## src/hw/rtl/sm83_pkg.sv

```systemverilog
// Package for the SM83 opcode predecoder: mnemonic codes, flag effect codes
// and the decode entry type with its table functions. No dependencies.
package sm83_pkg;

   typedef enum logic [5:0] {
      MN_NOP = 6'd0, MN_LD = 6'd1, MN_INC = 6'd2, MN_DEC = 6'd3, MN_RLCA = 6'd4,
      MN_ADD = 6'd5, MN_RRCA = 6'd6, MN_STOP = 6'd7, MN_RLA = 6'd8, MN_JR = 6'd9,
      MN_RRA = 6'd10, MN_DAA = 6'd11, MN_CPL = 6'd12, MN_SCF = 6'd13, MN_CCF = 6'd14,
      MN_HALT = 6'd15, MN_ADC = 6'd16, MN_SUB = 6'd17, MN_SBC = 6'd18, MN_AND = 6'd19,
      MN_XOR = 6'd20, MN_OR = 6'd21, MN_CP = 6'd22, MN_RET = 6'd23, MN_POP = 6'd24,
      MN_JP = 6'd25, MN_CALL = 6'd26, MN_PUSH = 6'd27, MN_RST = 6'd28, MN_RETI = 6'd29,
      MN_LDH = 6'd30, MN_DI = 6'd31, MN_EI = 6'd32, MN_RLC = 6'd33, MN_RRC = 6'd34,
      MN_RL = 6'd35, MN_RR = 6'd36, MN_SLA = 6'd37, MN_SRA = 6'd38, MN_SWAP = 6'd39,
      MN_SRL = 6'd40, MN_BIT = 6'd41, MN_RES = 6'd42, MN_SET = 6'd43,
      MN_UNKNOWN = 6'd44
   } mnemonic_type;

   localparam logic [1:0] FX_KEEP = 2'd0;
   localparam logic [1:0] FX_CLR  = 2'd1;
   localparam logic [1:0] FX_SET  = 2'd2;
   localparam logic [1:0] FX_CALC = 2'd3;

   typedef struct packed {
      logic [1:0] z;
      logic [1:0] n;
      logic [1:0] h;
      logic [1:0] c;
   } flags_type;

   typedef struct packed {
      mnemonic_type mn;
      logic [1:0]   len;
      logic [4:0]   base;
      logic [4:0]   taken;
      flags_type    fl;
   } entry_type;

   localparam flags_type F_NO    = '{FX_KEEP, FX_KEEP, FX_KEEP, FX_KEEP};
   localparam flags_type F_INC   = '{FX_CALC, FX_CLR, FX_CALC, FX_KEEP};
   localparam flags_type F_DEC   = '{FX_CALC, FX_SET, FX_CALC, FX_KEEP};
   localparam flags_type F_ROTA  = '{FX_CLR, FX_CLR, FX_CLR, FX_CALC};
   localparam flags_type F_ADDHL = '{FX_KEEP, FX_CLR, FX_CALC, FX_CALC};
   localparam flags_type F_DAA   = '{FX_CALC, FX_KEEP, FX_CALC, FX_CALC};
   localparam flags_type F_CPL   = '{FX_KEEP, FX_SET, FX_SET, FX_KEEP};
   localparam flags_type F_SCF   = '{FX_KEEP, FX_CLR, FX_CLR, FX_SET};
   localparam flags_type F_CCF   = '{FX_KEEP, FX_CLR, FX_CLR, FX_CALC};
   localparam flags_type F_ALUA  = '{FX_CALC, FX_CLR, FX_CALC, FX_CALC};
   localparam flags_type F_ALUS  = '{FX_CALC, FX_SET, FX_CALC, FX_CALC};
   localparam flags_type F_AND   = '{FX_CALC, FX_CLR, FX_SET, FX_CLR};
   localparam flags_type F_OR    = '{FX_CALC, FX_CLR, FX_CLR, FX_CLR};
   localparam flags_type F_SP    = '{FX_CLR, FX_CLR, FX_CALC, FX_CALC};
   localparam flags_type F_SHIFT = '{FX_CALC, FX_CLR, FX_CLR, FX_CALC};
   localparam flags_type F_SWAP  = '{FX_CALC, FX_CLR, FX_CLR, FX_CLR};
   localparam flags_type F_BIT   = '{FX_CALC, FX_CLR, FX_SET, FX_KEEP};

   localparam logic [7:0] OP_PREFIX = 8'hCB;
   localparam logic [7:0] OP_HALT   = 8'h76;
   localparam logic [2:0] REG_HL    = 3'd6;
   localparam logic [2:0] GRP_SWAP  = 3'd6;

   function automatic entry_type mk(mnemonic_type m, logic [1:0] l, logic [4:0] b,
                                    logic [4:0] t, flags_type f);
      entry_type e;
      e.mn = m; e.len = l; e.base = b; e.taken = t; e.fl = f;
      return e;
   endfunction

   function automatic entry_type unk();
      return mk(MN_UNKNOWN, 2'd1, 5'd4, 5'd4, F_NO);
   endfunction

   // Opcodes 0x00 to 0x3F.
   function automatic entry_type low_entry(logic [5:0] op);
      entry_type e;
      e = unk();
      case (op)
         6'h00: e = mk(MN_NOP, 2'd1, 5'd4, 5'd4, F_NO);
         6'h01, 6'h11, 6'h21, 6'h31: e = mk(MN_LD, 2'd3, 5'd12, 5'd12, F_NO);
         6'h02, 6'h12, 6'h22, 6'h32, 6'h0A, 6'h1A, 6'h2A, 6'h3A:
            e = mk(MN_LD, 2'd1, 5'd8, 5'd8, F_NO);
         6'h03, 6'h13, 6'h23, 6'h33: e = mk(MN_INC, 2'd1, 5'd8, 5'd8, F_NO);
         6'h0B, 6'h1B, 6'h2B, 6'h3B: e = mk(MN_DEC, 2'd1, 5'd8, 5'd8, F_NO);
         6'h04, 6'h14, 6'h24, 6'h0C, 6'h1C, 6'h2C, 6'h3C:
            e = mk(MN_INC, 2'd1, 5'd4, 5'd4, F_INC);
         6'h05, 6'h15, 6'h25, 6'h0D, 6'h1D, 6'h2D, 6'h3D:
            e = mk(MN_DEC, 2'd1, 5'd4, 5'd4, F_DEC);
         6'h34: e = mk(MN_INC, 2'd1, 5'd12, 5'd12, F_INC);
         6'h35: e = mk(MN_DEC, 2'd1, 5'd12, 5'd12, F_DEC);
         6'h06, 6'h16, 6'h26, 6'h0E, 6'h1E, 6'h2E, 6'h3E:
            e = mk(MN_LD, 2'd2, 5'd8, 5'd8, F_NO);
         6'h36: e = mk(MN_LD, 2'd2, 5'd12, 5'd12, F_NO);
         6'h07: e = mk(MN_RLCA, 2'd1, 5'd4, 5'd4, F_ROTA);
         6'h0F: e = mk(MN_RRCA, 2'd1, 5'd4, 5'd4, F_ROTA);
         6'h17: e = mk(MN_RLA, 2'd1, 5'd4, 5'd4, F_ROTA);
         6'h1F: e = mk(MN_RRA, 2'd1, 5'd4, 5'd4, F_ROTA);
         6'h27: e = mk(MN_DAA, 2'd1, 5'd4, 5'd4, F_DAA);
         6'h2F: e = mk(MN_CPL, 2'd1, 5'd4, 5'd4, F_CPL);
         6'h37: e = mk(MN_SCF, 2'd1, 5'd4, 5'd4, F_SCF);
         6'h3F: e = mk(MN_CCF, 2'd1, 5'd4, 5'd4, F_CCF);
         6'h08: e = mk(MN_LD, 2'd3, 5'd20, 5'd20, F_NO);
         6'h09, 6'h19, 6'h29, 6'h39: e = mk(MN_ADD, 2'd1, 5'd8, 5'd8, F_ADDHL);
         6'h10: e = mk(MN_STOP, 2'd2, 5'd4, 5'd4, F_NO);
         6'h18: e = mk(MN_JR, 2'd2, 5'd12, 5'd12, F_NO);
         6'h20, 6'h28, 6'h30, 6'h38: e = mk(MN_JR, 2'd2, 5'd8, 5'd12, F_NO);
         default: e = unk();
      endcase
      return e;
   endfunction

   // Opcodes 0xC0 to 0xFF, without the prefix slot.
   function automatic entry_type high_entry(logic [5:0] op);
      entry_type e;
      e = unk();
      case (op)
         6'h00, 6'h08, 6'h10, 6'h18: e = mk(MN_RET, 2'd1, 5'd8, 5'd20, F_NO);
         6'h09: e = mk(MN_RET, 2'd1, 5'd16, 5'd16, F_NO);
         6'h19: e = mk(MN_RETI, 2'd1, 5'd16, 5'd16, F_NO);
         6'h01, 6'h11, 6'h21, 6'h31: e = mk(MN_POP, 2'd1, 5'd12, 5'd12, F_NO);
         6'h05, 6'h15, 6'h25, 6'h35: e = mk(MN_PUSH, 2'd1, 5'd16, 5'd16, F_NO);
         6'h02, 6'h0A, 6'h12, 6'h1A: e = mk(MN_JP, 2'd3, 5'd12, 5'd16, F_NO);
         6'h03: e = mk(MN_JP, 2'd3, 5'd16, 5'd16, F_NO);
         6'h29: e = mk(MN_JP, 2'd1, 5'd4, 5'd4, F_NO);
         6'h04, 6'h0C, 6'h14, 6'h1C: e = mk(MN_CALL, 2'd3, 5'd12, 5'd24, F_NO);
         6'h0D: e = mk(MN_CALL, 2'd3, 5'd24, 5'd24, F_NO);
         6'h07, 6'h0F, 6'h17, 6'h1F, 6'h27, 6'h2F, 6'h37, 6'h3F:
            e = mk(MN_RST, 2'd1, 5'd16, 5'd16, F_NO);
         6'h06: e = mk(MN_ADD, 2'd2, 5'd8, 5'd8, F_ALUA);
         6'h0E: e = mk(MN_ADC, 2'd2, 5'd8, 5'd8, F_ALUA);
         6'h16: e = mk(MN_SUB, 2'd2, 5'd8, 5'd8, F_ALUS);
         6'h1E: e = mk(MN_SBC, 2'd2, 5'd8, 5'd8, F_ALUS);
         6'h26: e = mk(MN_AND, 2'd2, 5'd8, 5'd8, F_AND);
         6'h2E: e = mk(MN_XOR, 2'd2, 5'd8, 5'd8, F_OR);
         6'h36: e = mk(MN_OR, 2'd2, 5'd8, 5'd8, F_OR);
         6'h3E: e = mk(MN_CP, 2'd2, 5'd8, 5'd8, F_ALUS);
         6'h20, 6'h30: e = mk(MN_LDH, 2'd2, 5'd12, 5'd12, F_NO);
         6'h22, 6'h32: e = mk(MN_LD, 2'd1, 5'd8, 5'd8, F_NO);
         6'h39: e = mk(MN_LD, 2'd1, 5'd8, 5'd8, F_NO);
         6'h2A, 6'h3A: e = mk(MN_LD, 2'd3, 5'd16, 5'd16, F_NO);
         6'h28: e = mk(MN_ADD, 2'd2, 5'd16, 5'd16, F_SP);
         6'h38: e = mk(MN_LD, 2'd2, 5'd12, 5'd12, F_SP);
         6'h33: e = mk(MN_DI, 2'd1, 5'd4, 5'd4, F_NO);
         6'h3B: e = mk(MN_EI, 2'd1, 5'd4, 5'd4, F_NO);
         default: e = unk();
      endcase
      return e;
   endfunction

endpackage

```

## src/hw/rtl/sm83_opcode_predecoder.sv

```systemverilog
// SM83 opcode predecoder top level: one registered decode pass.
// Depends on sm83_pkg for the opcode tables and codes.
//
// Usage: drive req_* with up to three instruction bytes and the count of
// valid ones, and pulse start. A transaction is accepted at a clock edge with
// start high and busy low; busy is always low, so one transaction can be
// accepted every cycle. The bytes are captured in an input register, decoded
// by table logic, and the result lands in an output register at the next
// edge, where rsp_valid is high for exactly one cycle. Throughput is one
// transaction per cycle, set by the single decode stage between the two
// registers. The receiver cannot hold results off and must take each one in
// the cycle it is shown. The third byte is not registered and does not
// affect the decode.
// Synchronous reset clears the valid bits of both registers; no transaction
// is lost or repeated in flight afterwards; the data registers are not reset.
module sm83_opcode_predecoder (
   input  logic       clock,
   input  logic       reset,
   input  logic       start,
   output logic       busy,
   input  logic [7:0] req_first_byte,
   input  logic [7:0] req_second_byte,
   input  logic [7:0] req_third_byte,
   input  logic [1:0] req_bytes_available,
   output logic       rsp_valid,
   output logic [5:0] rsp_mnemonic_code,
   output logic [1:0] rsp_instr_length,
   output logic [4:0] rsp_base_cycles,
   output logic [4:0] rsp_taken_cycles,
   output logic [1:0] rsp_zero_flag_effect,
   output logic [1:0] rsp_subtract_flag_effect,
   output logic [1:0] rsp_half_carry_effect,
   output logic [1:0] rsp_carry_flag_effect,
   output logic [2:0] rsp_prefixed_register,
   output logic [2:0] rsp_prefixed_bit
);
   import sm83_pkg::*;

   logic       stage_valid_ff;
   logic [7:0] first_ff, second_ff;
   logic [1:0] avail_ff;
   logic       out_valid_ff;
   entry_type  entry_ff, entry_in;
   logic [2:0] preg_ff, preg_in, pbit_ff, pbit_in;
   logic [2:0] sreg, sgrp;
   logic [4:0] pcyc;

   assign busy = 1'b0;

   always_ff @(posedge clock) begin
      if (reset) begin
         stage_valid_ff <= 1'b0;
         out_valid_ff   <= 1'b0;
      end else begin
         stage_valid_ff <= start;
         out_valid_ff   <= stage_valid_ff;
      end
      first_ff  <= req_first_byte;
      second_ff <= req_second_byte;
      avail_ff  <= req_bytes_available;
      entry_ff  <= entry_in;
      preg_ff   <= preg_in;
      pbit_ff   <= pbit_in;
   end

   assign sreg = second_ff[2:0];
   assign sgrp = second_ff[5:3];
   assign pcyc = (sreg == REG_HL) ? 5'd16 : 5'd8;

   always_comb begin
      entry_in = unk();
      preg_in  = 3'd0;
      pbit_in  = 3'd0;
      case (first_ff[7:6])
         2'b00: entry_in = low_entry(first_ff[5:0]);
         2'b01: begin
            if (first_ff == OP_HALT) begin
               entry_in = mk(MN_HALT, 2'd1, 5'd4, 5'd4, F_NO);
            end else if (first_ff[2:0] == REG_HL || first_ff[5:3] == REG_HL) begin
               entry_in = mk(MN_LD, 2'd1, 5'd8, 5'd8, F_NO);
            end else begin
               entry_in = mk(MN_LD, 2'd1, 5'd4, 5'd4, F_NO);
            end
         end
         2'b10: begin
            entry_in = mk(MN_ADD, 2'd1, (first_ff[2:0] == REG_HL) ? 5'd8 : 5'd4,
                          (first_ff[2:0] == REG_HL) ? 5'd8 : 5'd4, F_ALUA);
            case (first_ff[5:3])
               3'd0: begin entry_in.mn = MN_ADD; entry_in.fl = F_ALUA; end
               3'd1: begin entry_in.mn = MN_ADC; entry_in.fl = F_ALUA; end
               3'd2: begin entry_in.mn = MN_SUB; entry_in.fl = F_ALUS; end
               3'd3: begin entry_in.mn = MN_SBC; entry_in.fl = F_ALUS; end
               3'd4: begin entry_in.mn = MN_AND; entry_in.fl = F_AND; end
               3'd5: begin entry_in.mn = MN_XOR; entry_in.fl = F_OR; end
               3'd6: begin entry_in.mn = MN_OR;  entry_in.fl = F_OR; end
               default: begin entry_in.mn = MN_CP; entry_in.fl = F_ALUS; end
            endcase
         end
         default: begin
            if (first_ff == OP_PREFIX) begin
               if (avail_ff > 2'd1) begin
                  preg_in = sreg;
                  case (second_ff[7:6])
                     2'b00: entry_in = mk(mnemonic_type'(6'(MN_RLC) + 6'(sgrp)), 2'd2,
                                          pcyc, pcyc,
                                          (sgrp == GRP_SWAP) ? F_SWAP : F_SHIFT);
                     2'b01: begin
                        entry_in = mk(MN_BIT, 2'd2, (sreg == REG_HL) ? 5'd12 : 5'd8,
                                      (sreg == REG_HL) ? 5'd12 : 5'd8, F_BIT);
                        pbit_in = sgrp;
                     end
                     2'b10: begin
                        entry_in = mk(MN_RES, 2'd2, pcyc, pcyc, F_NO);
                        pbit_in = sgrp;
                     end
                     default: begin
                        entry_in = mk(MN_SET, 2'd2, pcyc, pcyc, F_NO);
                        pbit_in = sgrp;
                     end
                  endcase
               end
            end else begin
               entry_in = high_entry(first_ff[5:0]);
            end
         end
      endcase
   end

   assign rsp_valid                = out_valid_ff;
   assign rsp_mnemonic_code        = entry_ff.mn;
   assign rsp_instr_length         = entry_ff.len;
   assign rsp_base_cycles          = entry_ff.base;
   assign rsp_taken_cycles         = entry_ff.taken;
   assign rsp_zero_flag_effect     = entry_ff.fl.z;
   assign rsp_subtract_flag_effect = entry_ff.fl.n;
   assign rsp_half_carry_effect    = entry_ff.fl.h;
   assign rsp_carry_flag_effect    = entry_ff.fl.c;
   assign rsp_prefixed_register    = preg_ff;
   assign rsp_prefixed_bit         = pbit_ff;

endmodule
```

## config.mk

```make
export PLATFORM = sky130hd
export DESIGN_NAME = sm83_opcode_predecoder
export DESIGN_NICKNAME = d
export VERILOG_FILES = /design/src/hw/rtl/sm83_pkg.sv /design/src/hw/rtl/sm83_opcode_predecoder.sv
export SDC_FILE = /design/constraint.sdc
export NUM_CORES = 1
export LEC_CHECK = 0
export ABC_AREA = 1
export BUFFER_PORTS_ARGS = -buffer_cell sky130_fd_sc_hd__buf_4
export CAP_MARGIN = 20
export CORE_MARGIN = 2
export CORE_UTILIZATION = 45
export CTS_BUF_LIST = sky130_fd_sc_hd__clkbuf_4 sky130_fd_sc_hd__clkbuf_8
export DETAILED_ROUTE_END_ITERATION = 16
export PLACE_DENSITY = 0.73
export SYNTH_ARGS = -nofsm -noshare
export SYNTH_HDL_FRONTEND = slang
export SYNTH_SLANG_ARGS = --single-unit
```

## constraint.sdc

```tcl
create_clock -name clock -period 1.7 [get_ports clock]
set_input_delay 0.255 -clock clock [delete_from_list [all_inputs] [get_ports clock]]
set_output_delay 0.255 -clock clock [all_outputs]
set_load 0.02 [all_outputs]
```

==> results.md <==
Yosys:
- The synthesized netlist contains 35 unique library cells.
- The predominant post-synthesis flop cell is sky130_fd_sc_hd__dfxtp_1.
- The yosys synthesis warning count is 0.
- The commonest cells after synthesis are 206 x sky130_fd_sc_hd__nand2_1, 86 x sky130_fd_sc_hd__dfxtp_1, 58 x sky130_fd_sc_hd__inv_1.
- The share of the Yosys chip area taken by registers is 0.3980.
- The cell count after synthesis is around 620.
- The number of enable-type register cells in the synthesized netlist is 0.
- Synthesis inferred 86 register bits.
- After synthesis the cells add up to between 4000 and 5000 um^2.
- The fraction of registers with async set/reset is 0.
- Ranked by total cell area, the synthesized netlist is headed by sky130_fd_sc_hd__dfxtp_1 40%, sky130_fd_sc_hd__nand2_1 18%, sky130_fd_sc_hd__ha_1 6.9%, sky130_fd_sc_hd__inv_1 5.0%, sky130_fd_sc_hd__o21ai_0 5.0%.
- The most used standard cell by instance count after synthesis is sky130_fd_sc_hd__nand2_1.
- Averaged over all synthesized cells, the footprint is around 7 um^2.
- The area fraction of the dominant cell type after synthesis is 0.3980.
- The biggest area contributor in the post-synthesis netlist is sky130_fd_sc_hd__dfxtp_1.

Power:
- Across the VDD grid, the largest voltage drop is roughly 0.42 mV.
- Power spread over the standard cell area amounts to between 800 and 900 nW/um^2.
- The leakage power is between 2 and 3 nW.
- The post-route total power is 4.679 mW.

STA:
- Setup violations remaining at the end of the flow were counted as 0.
- Measured against its own limit, the worst slew margin works out to 0.6035.
- Setup repair after global routing left no endpoint under its margin.
- The shortest clock period the worst path allows after layout is ~1600 ps.
- The final number of hold-violating endpoints was 0.
- The post-route fraction of the period consumed by the critical path is 0.9374.
- Derived from the worst setup path, the maximum achievable clock frequency is roughly 0.63 GHz.
- The slew at the pin with the worst max-slew slack is around 590 ps.
- The count of final max-slew check failures is 0.
- After routing, the total negative slack on setup checks comes to 0 ps.
- The setup skew after layout is ~15 ps.

Floorplanning:
- The core region area is roughly 9300 um^2.
- The floorplan step defined a die boundary enclosing about 10000 um^2.
- The total I/O pin count is 63.
- Row generation in the floorplan step produced 35 rows.
- The vertical die dimension is 102.0 um.
- Measured along the x axis, the die boundary spans 102.0 um.
- The initial utilization of the core area, before any placement, comes to 0.4659.

Global routing:
- Entering global routing, the biggest net connects 23 pins.
- The initial antenna violation count is 0.
- For this run, the total global-route usage over all layers was measured as 0.2601.
- The residual overflow from global routing is 0.
- The global-route wire length before repair is 20.71 mm.
- The number of global-route vias before repair is slightly above 4000.

Final layout:
- The number of diodes is 0.
- In the final layout, the share of cells above drive strength 1 is 0.1685.
- The growth of design area from synthesis to finish is 23.89%.
- The number of nets in the layout is around 760.

Worst setup path:
- The worst-path maximum fanout is 7.
- The required time at the endpoint of the critical path is ~2000 ps.
- The critical path's largest stage delay is slightly below 400 ps.
- The worst setup path is launched from a flip-flop.
- The startpoint of the worst register-to-register path is first_ff[6].
- The critical path goes through ha_1, nand2_1, inv_1, nand2_1, nor2_2, buf_4, nand2_1, nand2_1, nand2_1, nand2_1.
- The cell seen most often among critical-path stages is sky130_fd_sc_hd__nand2_1.
- The cell with the largest stage delay on the worst path is sky130_fd_sc_hd__dfxtp_1.
- The worst register-to-register path ends at rsp_base_cycles[2].
- The worst register-to-register path has a setup slack of 110 ps.
- The path depth of the worst reg2reg path is 10.
- The capturing element type of the critical path is a flip-flop.
- The endpoint arrival time on the critical path is 1900 ps.
- The critical path in this run is classified as reg -> reg.

Detailed routing:
- The detailed-route DRC error count is 0.
- The detailed router's first-iteration violation count is just under 400.
- Before antenna repair, the detailed router went through 5 iterations.
- The count of nets left with antenna violations after detail routing is 0.
- The detailed-route vias per instance is approximately 5.2.
- The total via count after detailed routing is ~4400.
- The total detailed-routing wirelength is around 13 mm.
- The average wire length per cell after detail routing is ~15 um.

Clock network:
- The number of clock buffers added by TritonCTS is 9.
- The maximum number of buffers from clock root to sink is 2.
- After clock tree synthesis, the clock-pin slew on the worst setup and hold paths is approximately 90 ps.
- The TritonCTS sink count is between 80 and 90.
- TritonCTS built the clock tree.
- The library cell used as clock root buffer is sky130_fd_sc_hd__clkbuf_8.
- For the worst-skew pair, the clock arrives at the later sink with an insertion delay of ~350 ps.
- The H-tree was split into 3 levels.

Min path:
- The class of the most critical hold timing path is in -> reg.
- The worst hold path terminates at stage_valid_ff.
- Counting instances, the worst hold path has a depth of 2.
- In this run the most critical hold path is launched from reset.

Placed design:
- The detailed placer's ending HPWL is 9.840 mm.
- Buffers placed on the I/O ports in this run total 48.
- Routability-driven placement finished with a final weighted congestion of just under 1.

Job:
- The max-cap check violation count is 0.

Outcome:
- The run finished with clean final reports.
critical path: cells and delay by family, from the launching register on:
| kind | cells | cell delay (ps) |
|---|---|---|
| adders and majority gates | 1 | 170 |
| buffers and inverters | 2 | 280 |
| DFF | 1 | 390 |
| and+or+nand+nor | 7 | 710 |
what timing repair did:
| action | 4_1_cts | 5_1_grt |
|---|---|---|
| setup buffers | 0 | 5 |
| setup endpoints to repair | 0 | 5 |
| hold buffers | 9 | 2 |
| gates resized for setup | 0 | 1 |
| endpoints found under the hold margin | 9 | 2 |
cell families (layout without fill, tap and decap cells):
group,after synthesis,after routing,synth area share
DFF,86,86,0.3980
buffers and inverters,87,179,0.09256
other,1,5,0.0008670
AOI/OAI and AO/OA,101,101,0.1336
and+or+nand+nor,317,317,0.3055
adders and majority gates,24,24,0.06942
report_power, final:
part	switching [mW]	internal (mW)	leakage, nW	total, mW
combinational	0.548	0.337	1.93	0.885
sequential	0.0647	2.17	0.716	2.23
clock	0.726	0.834	0.107	1.56
total	1.34	3.34	2.75	4.68
placed cells by master (no fill, tap or decap), types with 2 or more instances in the layout:
master	netlist	layout
sky130_fd_sc_hd__a21oi_1	25	25
sky130_fd_sc_hd__a22oi_1	3	3
sky130_fd_sc_hd__a31oi_1	5	5
sky130_fd_sc_hd__buf_4	7	89
sky130_fd_sc_hd__bufinv_16	0	2
sky130_fd_sc_hd__clkbuf_8	1	9
sky130_fd_sc_hd__clkinv_4	0	2
sky130_fd_sc_hd__conb_1	1	5
sky130_fd_sc_hd__dfxtp_1	86	86
sky130_fd_sc_hd__dlygate4sd3_1	0	11
sky130_fd_sc_hd__ha_1	24	24
sky130_fd_sc_hd__inv_1	58	58
sky130_fd_sc_hd__inv_2	4	4
sky130_fd_sc_hd__nand2_1	206	205
sky130_fd_sc_hd__nand2_2	1	2
sky130_fd_sc_hd__nand3_1	34	34
sky130_fd_sc_hd__nand3_2	3	3
sky130_fd_sc_hd__nand4_1	8	8
sky130_fd_sc_hd__nor2_1	52	52
sky130_fd_sc_hd__nor2_2	3	3
sky130_fd_sc_hd__nor2_4	2	2
sky130_fd_sc_hd__nor3_1	6	6
sky130_fd_sc_hd__o211ai_1	12	12
sky130_fd_sc_hd__o21a_1	3	3
sky130_fd_sc_hd__o21ai_0	43	43
sky130_fd_sc_hd__o21ai_1	3	3
sky130_fd_sc_hd__o22ai_1	2	2
how the worst max path moves through the flow:
| stage | end | cells after the start | from | slack (ps) |
|---|---|---|---|---|
| 2_1_floorplan | rsp_half_carry_effect[0] | 7 | first_ff[6] | 350 |
| 3_3_place_gp | flip-flop | 9 | req_first_byte[1] | 130 |
| 5_1_grt | rsp_base_cycles[2] | 10 | first_ff[6] | 9 |
| 3_5_place_dp | rsp_mnemonic_code[0] | 8 | first_ff[6] | 100 |
| 6_report | rsp_base_cycles[2] | 10 | first_ff[6] | 110 |
| 4_1_cts | rsp_mnemonic_code[0] | 8 | first_ff[6] | 50 |
layer usage:
| layer | vias to the layer above | GRT usage | wire (um) |
|---|---|---|---|
| met5 | - | 0 | 0 |
| met4 | 0 | 0.1262 | 542 |
| met3 | 41 | 0.04651 | 920 |
| met2 | 211 | 0.4332 | 6037 |
| met1 | 1951 | 0.3254 | 5477 |
| li1 | 2175 | - | - |
metrics by stage:
step                hold WS [ps]  worst slack, ps    util  cell area, um^2  cells
floorplan                  282.7            346.0       -             4340    620
global placement           359.8            128.5  0.5373             4989    810
detailed placement         360.8            96.74  0.5373             4989    810
CTS                       0.3611            50.97  0.5708             5299    834
global route               31.33            8.823  0.5772             5359    841
finish                     49.21            106.5  0.5772             5359    841
area by class of cell:
cell class | instances | area (um^2)
tap | 129 | 161.4
sequential | 86 | 1722
clock buffer | 9 | 123.9
multi-input combinational | 447 | 2221
timing repair buffer | 101 | 798.3
clock inverter | 6 | 96.34
inverter | 63 | 236.5
fill | 902 | 3925
Power figures use the tool's default switching activity.
